## src/nls_pkg.sv

```systemverilog
// Shared types and constants for the numeric literal scanner.
package nls_pkg;

   localparam int VALUE_BITS_DEF      = 64;
   localparam int MAX_FRAC_DIGITS_DEF = 18;
   localparam int QUEUE_DEPTH         = 2;

   localparam int CHAR_W   = 8;
   localparam int DIGIT_W  = 4;
   localparam int VALUE_W  = 64;
   localparam int FRAC_W   = 5;
   localparam int STATUS_W = 2;
   localparam int GIVE_W   = 2;

   localparam logic [CHAR_W-1:0] CH_ZERO  = 8'h30;
   localparam logic [CHAR_W-1:0] CH_NINE  = 8'h39;
   localparam logic [CHAR_W-1:0] CH_LOW_A = 8'h61;
   localparam logic [CHAR_W-1:0] CH_LOW_B = 8'h62;
   localparam logic [CHAR_W-1:0] CH_LOW_F = 8'h66;
   localparam logic [CHAR_W-1:0] CH_LOW_X = 8'h78;
   localparam logic [CHAR_W-1:0] CH_UNDER = 8'h5F;
   localparam logic [CHAR_W-1:0] CH_DOT   = 8'h2E;

   localparam logic [STATUS_W-1:0] STATUS_OK        = 2'd0;
   localparam logic [STATUS_W-1:0] STATUS_BAD_DIGIT = 2'd1;
   localparam logic [STATUS_W-1:0] STATUS_FRAC_OVF  = 2'd2;

   localparam logic [GIVE_W-1:0] GIVE_NONE = 2'd0;
   localparam logic [GIVE_W-1:0] GIVE_TERM = 2'd1;
   localparam logic [GIVE_W-1:0] GIVE_DOT  = 2'd2;

   typedef struct packed {
      logic               end_flag;
      logic               is_digit;
      logic               is_dec;
      logic               is_zero;
      logic               is_b;
      logic               is_x;
      logic               is_under;
      logic               is_dot;
      logic [DIGIT_W-1:0] digit;
   } class_type;

endpackage

```

## src/nls_front.sv

```systemverilog
// Front stage: accept a character item and register its classification.
module nls_front (
   input  logic                         clock,
   input  logic                         reset,
   input  logic                         req_valid,
   output logic                         req_stall,
   input  logic [nls_pkg::CHAR_W-1:0]   req_ch,
   input  logic                         req_end_of_input,
   output logic                         cls_valid,
   input  logic                         cls_ready,
   output nls_pkg::class_type           cls_data
);

   logic               valid_ff;
   nls_pkg::class_type cls_ff;
   nls_pkg::class_type cls_in;
   logic               is_num;
   logic               is_hex;

   always_comb begin
      is_num          = (req_ch >= nls_pkg::CH_ZERO) && (req_ch <= nls_pkg::CH_NINE);
      is_hex          = (req_ch >= nls_pkg::CH_LOW_A) && (req_ch <= nls_pkg::CH_LOW_F);
      cls_in.end_flag = req_end_of_input;
      cls_in.is_dec   = is_num;
      cls_in.is_digit = is_num || is_hex;
      cls_in.is_zero  = (req_ch == nls_pkg::CH_ZERO);
      cls_in.is_b     = (req_ch == nls_pkg::CH_LOW_B);
      cls_in.is_x     = (req_ch == nls_pkg::CH_LOW_X);
      cls_in.is_under = (req_ch == nls_pkg::CH_UNDER);
      cls_in.is_dot   = (req_ch == nls_pkg::CH_DOT);
      if (is_num) begin
         cls_in.digit = nls_pkg::DIGIT_W'(req_ch - nls_pkg::CH_ZERO);
      end else begin
         cls_in.digit = nls_pkg::DIGIT_W'(req_ch - nls_pkg::CH_LOW_A + 8'd10);
      end
   end

   assign req_stall = valid_ff && !cls_ready;
   assign cls_valid = valid_ff;
   assign cls_data  = cls_ff;

   always_ff @(posedge clock) begin
      if (reset) begin
         valid_ff <= 1'b0;
      end else if (!valid_ff || cls_ready) begin
         valid_ff <= req_valid;
      end
      if (!valid_ff || cls_ready) begin
         cls_ff <= cls_in;
      end
   end

endmodule

```

## src/nls_queue.sv

```systemverilog
// Short item queue between the front and back stages.
module nls_queue #(
   parameter int DEPTH = nls_pkg::QUEUE_DEPTH
) (
   input  logic               clock,
   input  logic               reset,
   input  logic               push_valid,
   output logic               push_ready,
   input  nls_pkg::class_type push_data,
   output logic               pop_valid,
   input  logic               pop_take,
   output nls_pkg::class_type pop_data
);

   localparam int PTR_W = (DEPTH > 1) ? $clog2(DEPTH) : 1;
   localparam int CNT_W = $clog2(DEPTH + 1);

   nls_pkg::class_type slot_ff [DEPTH];
   logic [PTR_W-1:0]   wr_ptr_ff;
   logic [PTR_W-1:0]   rd_ptr_ff;
   logic [CNT_W-1:0]   count_ff;
   logic               do_push;
   logic               do_pop;

   assign push_ready = (count_ff != CNT_W'(DEPTH));
   assign pop_valid  = (count_ff != '0);
   assign pop_data   = slot_ff[rd_ptr_ff];
   assign do_push    = push_valid && push_ready;
   assign do_pop     = pop_valid && pop_take;

   always_ff @(posedge clock) begin
      if (reset) begin
         wr_ptr_ff <= '0;
         rd_ptr_ff <= '0;
         count_ff  <= '0;
      end else begin
         if (do_push) begin
            wr_ptr_ff <= (wr_ptr_ff == PTR_W'(DEPTH - 1)) ? '0 : wr_ptr_ff + 1'b1;
         end
         if (do_pop) begin
            rd_ptr_ff <= (rd_ptr_ff == PTR_W'(DEPTH - 1)) ? '0 : rd_ptr_ff + 1'b1;
         end
         if (do_push && !do_pop) begin
            count_ff <= count_ff + 1'b1;
         end else if (do_pop && !do_push) begin
            count_ff <= count_ff - 1'b1;
         end
      end
      if (do_push) begin
         slot_ff[wr_ptr_ff] <= push_data;
      end
   end

endmodule

```

## src/nls_back.sv

```systemverilog
// Back stage: scan state machine, accumulator and result register.
module nls_back #(
   parameter int VALUE_BITS      = nls_pkg::VALUE_BITS_DEF,
   parameter int MAX_FRAC_DIGITS = nls_pkg::MAX_FRAC_DIGITS_DEF
) (
   input  logic                               clock,
   input  logic                               reset,
   input  logic                               cls_valid,
   output logic                               cls_take,
   input  nls_pkg::class_type                 cls_data,
   output logic                               rsp_valid,
   input  logic                               rsp_stall,
   output logic signed [nls_pkg::VALUE_W-1:0] rsp_value,
   output logic [nls_pkg::FRAC_W-1:0]         rsp_frac_digits,
   output logic                               rsp_is_fixed,
   output logic [nls_pkg::STATUS_W-1:0]       rsp_status,
   output logic [nls_pkg::GIVE_W-1:0]         rsp_give_back
);

   typedef enum logic [2:0] {
      MODE_START,
      MODE_ZERO,
      MODE_INT,
      MODE_DOT,
      MODE_FRAC
   } mode_type;

   typedef enum logic [1:0] {
      RADIX_DEC,
      RADIX_BIN,
      RADIX_HEX
   } radix_type;

   mode_type                        mode_ff, mode_in;
   radix_type                       radix_ff, radix_in;
   logic [VALUE_BITS-1:0]           accum_ff, accum_in;
   logic [nls_pkg::FRAC_W-1:0]      frac_ff, frac_in;
   logic                            rsp_valid_ff;
   logic signed [nls_pkg::VALUE_W-1:0] value_ff, value_in;
   logic [nls_pkg::FRAC_W-1:0]      frac_out_ff, frac_out_in;
   logic                            fixed_ff, fixed_in;
   logic [nls_pkg::STATUS_W-1:0]    status_ff, status_in;
   logic [nls_pkg::GIVE_W-1:0]      give_ff, give_in;

   logic                            take;
   logic                            emit;
   logic                            ok;
   logic                            do_int;
   logic                            digit_ok;
   radix_type                       eff_radix;
   radix_type                       mul_radix;
   logic [VALUE_BITS-1:0]           eff_acc;
   logic [nls_pkg::FRAC_W-1:0]      eff_frac;
   logic [VALUE_BITS-1:0]           scaled;
   logic [VALUE_BITS-1:0]           mac;

   assign take     = cls_valid && (!rsp_valid_ff || !rsp_stall);
   assign cls_take = take;

   always_comb begin
      eff_acc   = (mode_ff == MODE_START) ? '0 : accum_ff;
      eff_radix = (mode_ff == MODE_START) ? RADIX_DEC : radix_ff;
      eff_frac  = (mode_ff == MODE_START) ? '0 : frac_ff;
      mul_radix = (mode_ff == MODE_DOT || mode_ff == MODE_FRAC) ? RADIX_DEC : eff_radix;
      unique case (mul_radix)
         RADIX_BIN: scaled = eff_acc << 1;
         RADIX_HEX: scaled = eff_acc << 4;
         default:   scaled = (eff_acc << 3) + (eff_acc << 1);
      endcase
      mac = scaled + VALUE_BITS'(cls_data.digit);
      unique case (eff_radix)
         RADIX_BIN: digit_ok = (cls_data.digit < 4'd2);
         RADIX_HEX: digit_ok = 1'b1;
         default:   digit_ok = (cls_data.digit < 4'd10);
      endcase
   end

   always_comb begin
      mode_in   = mode_ff;
      radix_in  = radix_ff;
      accum_in  = accum_ff;
      frac_in   = frac_ff;
      emit      = 1'b0;
      ok        = 1'b1;
      do_int    = 1'b0;
      status_in = nls_pkg::STATUS_OK;
      give_in   = nls_pkg::GIVE_NONE;
      fixed_in  = 1'b0;
      if (take) begin
         unique case (mode_ff)
            MODE_START: begin
               if (!cls_data.end_flag) begin
                  radix_in = RADIX_DEC;
                  accum_in = '0;
                  frac_in  = '0;
                  if (cls_data.is_zero) begin
                     mode_in = MODE_ZERO;
                  end else begin
                     do_int = 1'b1;
                  end
               end
            end
            MODE_ZERO: begin
               if (cls_data.end_flag) begin
                  emit = 1'b1;
               end else if (cls_data.is_b) begin
                  radix_in = RADIX_BIN;
                  mode_in  = MODE_INT;
               end else if (cls_data.is_x) begin
                  radix_in = RADIX_HEX;
                  mode_in  = MODE_INT;
               end else begin
                  do_int = 1'b1;
               end
            end
            MODE_INT: begin
               if (cls_data.end_flag) begin
                  emit = 1'b1;
               end else begin
                  do_int = 1'b1;
               end
            end
            MODE_DOT: begin
               if (cls_data.end_flag) begin
                  emit    = 1'b1;
                  give_in = nls_pkg::GIVE_TERM;
               end else if (cls_data.is_dec) begin
                  accum_in = mac;
                  frac_in  = nls_pkg::FRAC_W'(1);
                  mode_in  = MODE_FRAC;
               end else begin
                  emit    = 1'b1;
                  give_in = nls_pkg::GIVE_DOT;
               end
            end
            MODE_FRAC: begin
               if (cls_data.end_flag) begin
                  emit     = 1'b1;
                  fixed_in = 1'b1;
               end else if (cls_data.is_dec) begin
                  if (frac_ff >= nls_pkg::FRAC_W'(MAX_FRAC_DIGITS)) begin
                     emit      = 1'b1;
                     ok        = 1'b0;
                     status_in = nls_pkg::STATUS_FRAC_OVF;
                  end else begin
                     accum_in = mac;
                     frac_in  = frac_ff + 1'b1;
                  end
               end else begin
                  emit     = 1'b1;
                  fixed_in = 1'b1;
                  give_in  = nls_pkg::GIVE_TERM;
               end
            end
            default: begin
               mode_in  = MODE_START;
               radix_in = RADIX_DEC;
               accum_in = '0;
               frac_in  = '0;
            end
         endcase
         if (do_int) begin
            mode_in = MODE_INT;
            if (cls_data.is_under) begin
               mode_in = MODE_INT;
            end else if (!cls_data.is_digit) begin
               if (eff_radix == RADIX_DEC && cls_data.is_dot) begin
                  mode_in = MODE_DOT;
               end else begin
                  emit    = 1'b1;
                  give_in = nls_pkg::GIVE_TERM;
               end
            end else if (!digit_ok) begin
               emit      = 1'b1;
               ok        = 1'b0;
               status_in = nls_pkg::STATUS_BAD_DIGIT;
            end else begin
               accum_in = mac;
            end
         end
         if (emit) begin
            mode_in  = MODE_START;
            radix_in = RADIX_DEC;
            accum_in = '0;
            frac_in  = '0;
         end
      end
      if (ok) begin
         value_in    = nls_pkg::VALUE_W'($signed(eff_acc));
         frac_out_in = eff_frac;
      end else begin
         value_in    = '0;
         frac_out_in = '0;
         fixed_in    = 1'b0;
         give_in     = nls_pkg::GIVE_NONE;
      end
   end

   always_ff @(posedge clock) begin
      if (reset) begin
         mode_ff      <= MODE_START;
         radix_ff     <= RADIX_DEC;
         accum_ff     <= '0;
         frac_ff      <= '0;
         rsp_valid_ff <= 1'b0;
      end else begin
         mode_ff  <= mode_in;
         radix_ff <= radix_in;
         accum_ff <= accum_in;
         frac_ff  <= frac_in;
         if (emit) begin
            rsp_valid_ff <= 1'b1;
         end else if (!rsp_stall) begin
            rsp_valid_ff <= 1'b0;
         end
      end
      if (emit) begin
         value_ff    <= value_in;
         frac_out_ff <= frac_out_in;
         fixed_ff    <= fixed_in;
         status_ff   <= status_in;
         give_ff     <= give_in;
      end
   end

   assign rsp_valid       = rsp_valid_ff;
   assign rsp_value       = value_ff;
   assign rsp_frac_digits = frac_out_ff;
   assign rsp_is_fixed    = fixed_ff;
   assign rsp_status      = status_ff;
   assign rsp_give_back   = give_ff;

endmodule

```

## src/numeric_literal_scanner.sv

```systemverilog
// Top level of the numeric literal scanner: front, queue and back stages.
//
//   channel   direction  handshake           payload
//   req       in         req_valid/req_stall req_ch, req_end_of_input
//   rsp       out        rsp_valid/rsp_stall rsp_value, rsp_frac_digits, rsp_is_fixed,
//                                            rsp_status, rsp_give_back
//
// One character item per cycle sustained while rsp is not stalled; the accumulator
// multiply-add in the back stage (shift-and-add by 2, 10 or 16) is the one step each item needs.
// A result for the item that ends the literal reaches rsp through the front register
// at its accepting edge, then a queue slot, then the result register.
// Reset is synchronous; no clearing pass.
// A stalled result holds in the result register; the queue lets the front keep
// accepting until it fills, then req_stall rises.
module numeric_literal_scanner #(
   parameter int VALUE_BITS      = nls_pkg::VALUE_BITS_DEF,
   parameter int MAX_FRAC_DIGITS = nls_pkg::MAX_FRAC_DIGITS_DEF
) (
   input  logic                               clock,
   input  logic                               reset,
   input  logic                               req_valid,
   output logic                               req_stall,
   input  logic [nls_pkg::CHAR_W-1:0]         req_ch,
   input  logic                               req_end_of_input,
   output logic                               rsp_valid,
   input  logic                               rsp_stall,
   output logic signed [nls_pkg::VALUE_W-1:0] rsp_value,
   output logic [nls_pkg::FRAC_W-1:0]         rsp_frac_digits,
   output logic                               rsp_is_fixed,
   output logic [nls_pkg::STATUS_W-1:0]       rsp_status,
   output logic [nls_pkg::GIVE_W-1:0]         rsp_give_back
);

   logic               front_valid;
   logic               front_ready;
   nls_pkg::class_type front_data;
   logic               queue_valid;
   logic               queue_take;
   nls_pkg::class_type queue_data;

   nls_front u_front (
      .clock            (clock),
      .reset            (reset),
      .req_valid        (req_valid),
      .req_stall        (req_stall),
      .req_ch           (req_ch),
      .req_end_of_input (req_end_of_input),
      .cls_valid        (front_valid),
      .cls_ready        (front_ready),
      .cls_data         (front_data)
   );

   nls_queue #(
      .DEPTH (nls_pkg::QUEUE_DEPTH)
   ) u_queue (
      .clock      (clock),
      .reset      (reset),
      .push_valid (front_valid),
      .push_ready (front_ready),
      .push_data  (front_data),
      .pop_valid  (queue_valid),
      .pop_take   (queue_take),
      .pop_data   (queue_data)
   );

   nls_back #(
      .VALUE_BITS      (VALUE_BITS),
      .MAX_FRAC_DIGITS (MAX_FRAC_DIGITS)
   ) u_back (
      .clock           (clock),
      .reset           (reset),
      .cls_valid       (queue_valid),
      .cls_take        (queue_take),
      .cls_data        (queue_data),
      .rsp_valid       (rsp_valid),
      .rsp_stall       (rsp_stall),
      .rsp_value       (rsp_value),
      .rsp_frac_digits (rsp_frac_digits),
      .rsp_is_fixed    (rsp_is_fixed),
      .rsp_status      (rsp_status),
      .rsp_give_back   (rsp_give_back)
   );

endmodule

```

## config.mk

```make
export PLATFORM = sky130hd
export DESIGN_NAME = numeric_literal_scanner
export DESIGN_NICKNAME = d
export VERILOG_FILES = /design/src/nls_pkg.sv /design/src/nls_front.sv /design/src/nls_queue.sv /design/src/nls_back.sv /design/src/numeric_literal_scanner.sv
export SDC_FILE = /design/constraint.sdc
export NUM_CORES = 1
export LEC_CHECK = 0
export BUFFER_PORTS_ARGS = -buffer_cell sky130_fd_sc_hd__buf_4
export CAP_MARGIN = 25
export CORE_AREA = 10 10 207 209
export DETAILED_ROUTE_END_ITERATION = 6
export DIE_AREA = 0 0 217 219
export PLACE_DENSITY = 0.67
export SLEW_MARGIN = 20
export SYNTH_ARGS = -nofsm -noshare
export SYNTH_HDL_FRONTEND = slang
export SYNTH_SLANG_ARGS = --single-unit
```

## constraint.sdc

```tcl
create_clock -name clock -period 11.8 [get_ports clock]
set_input_delay 0.59 -clock clock [delete_from_list [all_inputs] [get_ports clock]]
set_output_delay 0.59 -clock clock [all_outputs]
set_load 0.01 [all_outputs]
```

**Word level (Yosys, flattened, before mapping)**

Memory sizes are Yosys's and may differ from the RTL's. A register that Yosys moved wholly into a read port is not among the register bits.
Index checks and enable logic that the tools add are counted.

- Register bits after elaboration: 166
- Bits in writable memories: 24
- Input bits: 13
- Logic and storage cells: 210
- Memories kept: 1

Memories:

| name | depth | width | rd ports | clocked after Yosys merged registers in | wr ports | line | text |
|---|---|---|---|---|---|---|---|
| u_queue.slot_ff | 2 | 12 | 1 | 1 | 1 | nls_queue.sv:18 | `nls_pkg::class_type slot_ff [DEPTH];` |

- Add/sub/neg operators: 10
- Order comparisons: 7
- Equal/unequal tests: 32
- Multiplexer cells: 103
- Bitwise logic cells: 1
- Reduce and logical (&&, ||, !) cells: 32

Operator list:

| kind | count |
|---|---|
| 2-to-1 mux 64 bit | 11 |
| one-hot mux 64 bit (4 select lines) | 1 |
| one-hot mux 64 bit (2 select lines) | 1 |
| adder 64 x 4 -> 64 bit | 1 |
| adder 64 bit | 1 |
| 2-to-1 mux 63 bit | 1 |
| 2-to-1 mux 2 bit | 24 |
| 2-to-1 mux 1 bit | 39 |
| 2-to-1 mux 5 bit | 7 |
| 2-to-1 mux 3 bit | 11 |
| equality test 8 x 7 -> 1 bit (second input constant) | 3 |
| != test 3 bit (second input constant) | 7 |
| != test 4 bit (second input constant) | 5 |
| one-hot mux 5 bit (4 select lines) | 1 |
| equality test 8 x 6 -> 1 bit (second input constant) | 2 |
| AND reduction 8 bit | 2 |
| one-hot mux 3 bit (4 select lines) | 1 |
| logical AND 1 bit | 9 |
| greater-or-equal comparator 8 x 6 -> 1 bit (second input constant) | 1 |
| greater-or-equal comparator 8 x 7 -> 1 bit (second input constant) | 1 |
| less-or-equal comparator 8 x 6 -> 1 bit (second input constant) | 1 |
| less-or-equal comparator 8 x 7 -> 1 bit (second input constant) | 1 |
| subtractor 4 x 1 -> 4 bit (second input constant) | 2 |
| equality test 3 x 2 -> 1 bit (second input constant) | 2 |
| other kinds (33) | 50 |

**Depth between registers and ports, before layout**

- Word-level depth: 15
- Depth in mapped cells: 33
- Depth with buffers taken out: 21

**Hierarchy**

From an unflattened synthesis, not the netlist that was laid out.

- Cells, all modules: 2,231
- Area total of the unflattened synthesis: 17,727.0 um^2

By module, submodules not included:

| module | times used | cells an instance | area each (um^2) | seq. area each (um^2) |
|---|---|---|---|---|
| nls_back | 1 | 2,114 | 15,925.3 | 3,723.6 |
| nls_queue | 1 | 61 | 1,083.5 | 820.8 |
| nls_front | 1 | 56 | 718.2 | 380.4 |

**Worst setup path before layout**

Ideal clock, no wire load.

- Path type: flip-flop to flip-flop
- From: register u_back.mode_ff[2]
- To: register u_back.accum_ff[45]
- Arrival time: 6.787 ns
- Required time: 11.680 ns
- Slack: 4.893 ns
- Cell stages (with the launch flop): 34
- Period minus slack after synthesis: 6.907 ns
- Path through: dfxtp_1 buf_2 clkbuf_1 nand3b_1 and2_1 nand2_1 inv_1 ha_1 buf_2 clkbuf_1 clkbuf_1 buf_1 clkbuf_1 clkbuf_1 clkbuf_1 buf_1 clkbuf_1 o21ai_0 nor2_1 inv_1 fa_1 inv_1 a21oi_1 nor2_1 nand3_1 nand4b_1 and4bb_2 buf_4 nor2b_1 nand4_1 buf_2 nor4_1 nor3_1 a211o_1

- Word-level cells in the longest chain between the ends: 15
- Elaborated cells on any way between the ends: 40
- Those cells by class: add/sub: 2; eq/ne: 8; mux: 25; reduce/logical: 5

Ends and longest elaborated chain:

| item | line | text |
|---|---|---|
| start: declaration | nls_back.sv:34 | `mode_type mode_ff, mode_in;` |
| start signal: assignment | nls_back.sv:207 | `mode_ff <= mode_in;` |
| parallel branches: the longest is 14 deep, another holds adder 64 bit | n/a |  |
| 2-to-1 mux 64 bit * | nls_back.sv:181 | `if (emit) begin` |
| end signal: assignment | nls_back.sv:209 | `accum_ff <= accum_in;` |
| end: declaration | nls_back.sv:36 | `logic [VALUE_BITS-1:0] accum_ff, accum_in;` |

Every way passes the cells marked *. The select of a mux whose other input is x is not followed.
A chain may end at the register's enable or synchronous reset.

**Worst setup path in the final report**

- From: register u_back.mode_ff[0]
- To: register u_back.accum_ff[57]

The elaborated chain is that of the path after synthesis.

==> qor.csv <==
stage,metric,value,unit
clock_tree,ctsHoldBuffers,0,
pwr,p_per_area,113,nW/µm²
placement,place.gp.congestion,0.983,
setup_path,crit_family,simple AND/OR/NAND/NOR gates,
yosys,synthFlopType,edfxtp_1,
grt,grt_max_degree,71,
placement,portBuffers,88,
die,die_x,217,µm
yosys,synthArstFlopShare,0,%
grt,antenna_found_initial,0,
setup_path,r2r_slack,5400,ps
clock_tree,clkLatencyLatePin,480,ps
die,die_area,47500,µm²
clock_tree,cts.repair.resized,0,
placement,place_hpwl,41.4,mm
pwr,ir_worst_vdd,0.000123,V
sta,finalHoldViolCount,0,
cells_and_area,layout.nets,2183,
worst_hold_path,min-delay-start,req_end_of_input,
cells_and_area,drive_gt1_share,11.0,%
die,io-pin-count,89,
outcome,status,completed,
yosys,yosysWarnings,0,
cells_and_area,final_cell_mix,"195 x nor2_1, 165 x nand2_1, 146 x o21ai_0, 119 x a21oi_1, 112 x buf_4",
worst_hold_path,worstHoldPathType,in2reg,
clock_tree,cts.path.max_buffers,2,
detailed_routing,drcViolationCount,0,
clock_tree,cts-root-buf,clkbuf_16,
setup_path,worst-path-buf-inv,5,
cells_and_area,nFillCells,3863,
sta,slew_violations,0,
detailed_routing,viasPerCell,6.51,
die,num_rows,72,
setup_path,arrival,6760,ps
worst_hold_path,min_path_cells,1,
cells_and_area,layout_commonest_cell,nor2_1,
clock_tree,cts_sinks,191,
yosys,syn_inst,2202,
setup_path,rr_startpoint,u_back.mode_ff[0],
grt,grt_usage,24.0,%
detailed_routing,vias,17400,
setup_path,required,12160,ps
detailed_routing,ant_nets,0,
yosys,syn_area,17300,µm²
sta,fin_skew,19.8,ps
setup_path,worst_setup_path_end_kind,flop,
setup_path,crit_slowest_cell,ha_2,
sta,final-setup-viol-count,0,
clock_tree,path_clk_slew,80,ps
detailed_routing,wire_per_inst,22.2,µm
setup_path,cp_cell_sequence,"nand3b_1, and2_1, nand2_1, inv_1, ha_2, inv_1, a21boi_0, ha_1, inv_1, fa_1, inv_1, a21oi_1, nor2_1, nand3_1, nand4b_1, and4bb_2, nor2b_1, nand4_1, buf_4, nor4_4, a211oi_1, or3_1",
detailed_routing,routed_wl,59.3,mm
sta,relSlewSlack,30.8,%
yosys,synth_area_leader_cell,edfxtp_1,
cells_and_area,area_growth,7.52,%
die,start_util,44.8,%
grt,grt_pass1_wl,91.9,mm
setup_path,timing.rr.end,u_back.accum_ff[57],
grt,grt-ovfl-total,0,
sta,fmax,156,MHz
sta,period_share,54.2,%
clock_tree,htreeDepth,4,
run,maxCapViolations,0,
pwr,finalPower,2100,µW
yosys,synth.avg_cell_area,7.84,µm²
sta,setup-tns-final,0,ps
detailed_routing,drtIter0Drc,2108,
die,coreArea,38600,µm²
yosys,synth.area.top_cells,"edfxtp_1 19%, dfxtp_1 9.4%, nor2_1 4.3%",
yosys,syn-num-nets,2248,
pwr,p_leak,0.00600,µW
sta,grt_setup_unrepaired,false,
setup_path,critPathMaxStageDelay,890,ps
yosys,synth_edf_count,110,
clock_tree,post_cts_buffers,0,
sta,worst_pin_slew,1030,ps
grt,grt_pass1_vias,15800,
worst_hold_path,hold_end,u_front.cls_data[11],
yosys,ys_ff_latch,191,
setup_path,rr_worst_depth,22,
clock_tree,cts-buffers-inserted,17,
die,die_y,219,µm
detailed_routing,first_pass_iters,6,
sta,post-route-min-period,6400,ps
yosys,yosysUniqueCellTypes,99,
yosys,synth_top_area_share,19.1,%
cells_and_area,antennaDiodeCount,0,
setup_path,crit_fanout,44,
setup_path,worst_path_most_repeated_cell,inv_1,
yosys,ys_seq_area_share,28.5,%
setup_path,worst_setup_path_start_kind,flop,
setup_path,crit_type,reg2reg,
clock_tree,tritoncts,done,
## metrics by stage
stage               hold slack (ps)  worst slack [ps]  instances  instance area, µm²  util (%)
floorplan                       421              4890       2202               17300         -
global placement                424              5710       2635               18000      46.7
detailed placement              434              5560       2635               18000      46.7
CTS                             270              5520       2667               18600      48.1
global route                    282              4780       2668               18600      48.2
finish                          294              5400       2668               18600      48.2
## power by group
group / switching, µW / internal, µW / leakage (µW)
logic: 496 / 171 / 0.00403
clock network: 310 / 283 / 0.000279
registers: 47.1 / 791 / 0.00168
total: 854 / 1250 / 0.00600
## flip-flops by register name, summed over array words and instances (netlist names), 3 cells and up, named ones only
register / cells
u_queue.slot_ff: 24
u_back.mode_ff: 3
u_back.accum_ff: 64
u_front.cls_data: 12
u_back.frac_ff: 5
u_back.rsp_frac_digits: 5
u_back.rsp_value: 64
## cell type report
class,count,area [µm²],area share (%)
multi-input cells,1750,11300,61.1
clock inverters,14,141,0.761
clock buffers,18,429,2.31
well taps,518,648,3.49
repair buffers,112,841,4.53
inverters,65,245,1.32
flip-flops and latches,191,4920,26.5
## cells by family after synthesis
| kind of cell | Yosys count | synth area share, % |
|---|---|---|
| AND/OR/NAND/NOR | 875 | 27.3 |
| AO/OA/AOI/OAI | 707 | 28.6 |
| buffers and inverters | 261 | 6.10 |
| flip-flops | 191 | 28.5 |
| XOR/XNOR | 110 | 5.58 |
| adder cells (fa/ha/maj) | 36 | 2.61 |
| multiplexers | 22 | 1.35 |
## worst max path at each step
stage                          end  slack, ps               from  depth (start not counted)
6_report       u_back.accum_ff[57]       5400  u_back.mode_ff[0]                         22
5_1_grt        u_back.accum_ff[57]       4780  u_back.mode_ff[0]                         22
4_1_cts        u_back.accum_ff[57]       5520  u_back.mode_ff[0]                         22
3_5_place_dp   u_back.accum_ff[57]       5560  u_back.mode_ff[0]                         22
3_3_place_gp   u_back.accum_ff[57]       5710  u_back.mode_ff[0]                         22
2_1_floorplan  u_back.accum_ff[45]       4890  u_back.mode_ff[2]                         33
## cell usage after synthesis, drive strengths merged (9+ instances only)
cell type,n
a21o,29
xor2,46
nor2,197
a211oi,37
nor3b,18
nor4,38
o21ai,152
mux2i,12
edfxtp,110
and3,16
xnor2,64
a2111oi,11
inv,64
or3b,29
o21bai,9
clkbuf,130
dfxtp,81
a31oi,18
mux2,10
o22ai,19
nand2b,18
o211ai,29
nor2b,17
and2,89
or2,19
a221oi,28
nand4,37
o31ai,14
a22o,12
nand3,75
ha,32
a211o,17
nor3,66
buf,66
or3,25
a22oi,82
a21oi,119
nand2,166
nand3b,30
o21a,25
## layer usage
metal / global-route usage [%] / part of all wire (%) / vias up
li1: - / - / 8149
met1: 31.8 / 43 / 8381
met2: 38.7 / 46 / 732
met3: 3.85 / 7.5 / 111
met4: 9.00 / 3.0 / 0
met5: 0 / 0 / -
No activity file was read; power rests on OpenSTA's default activity.
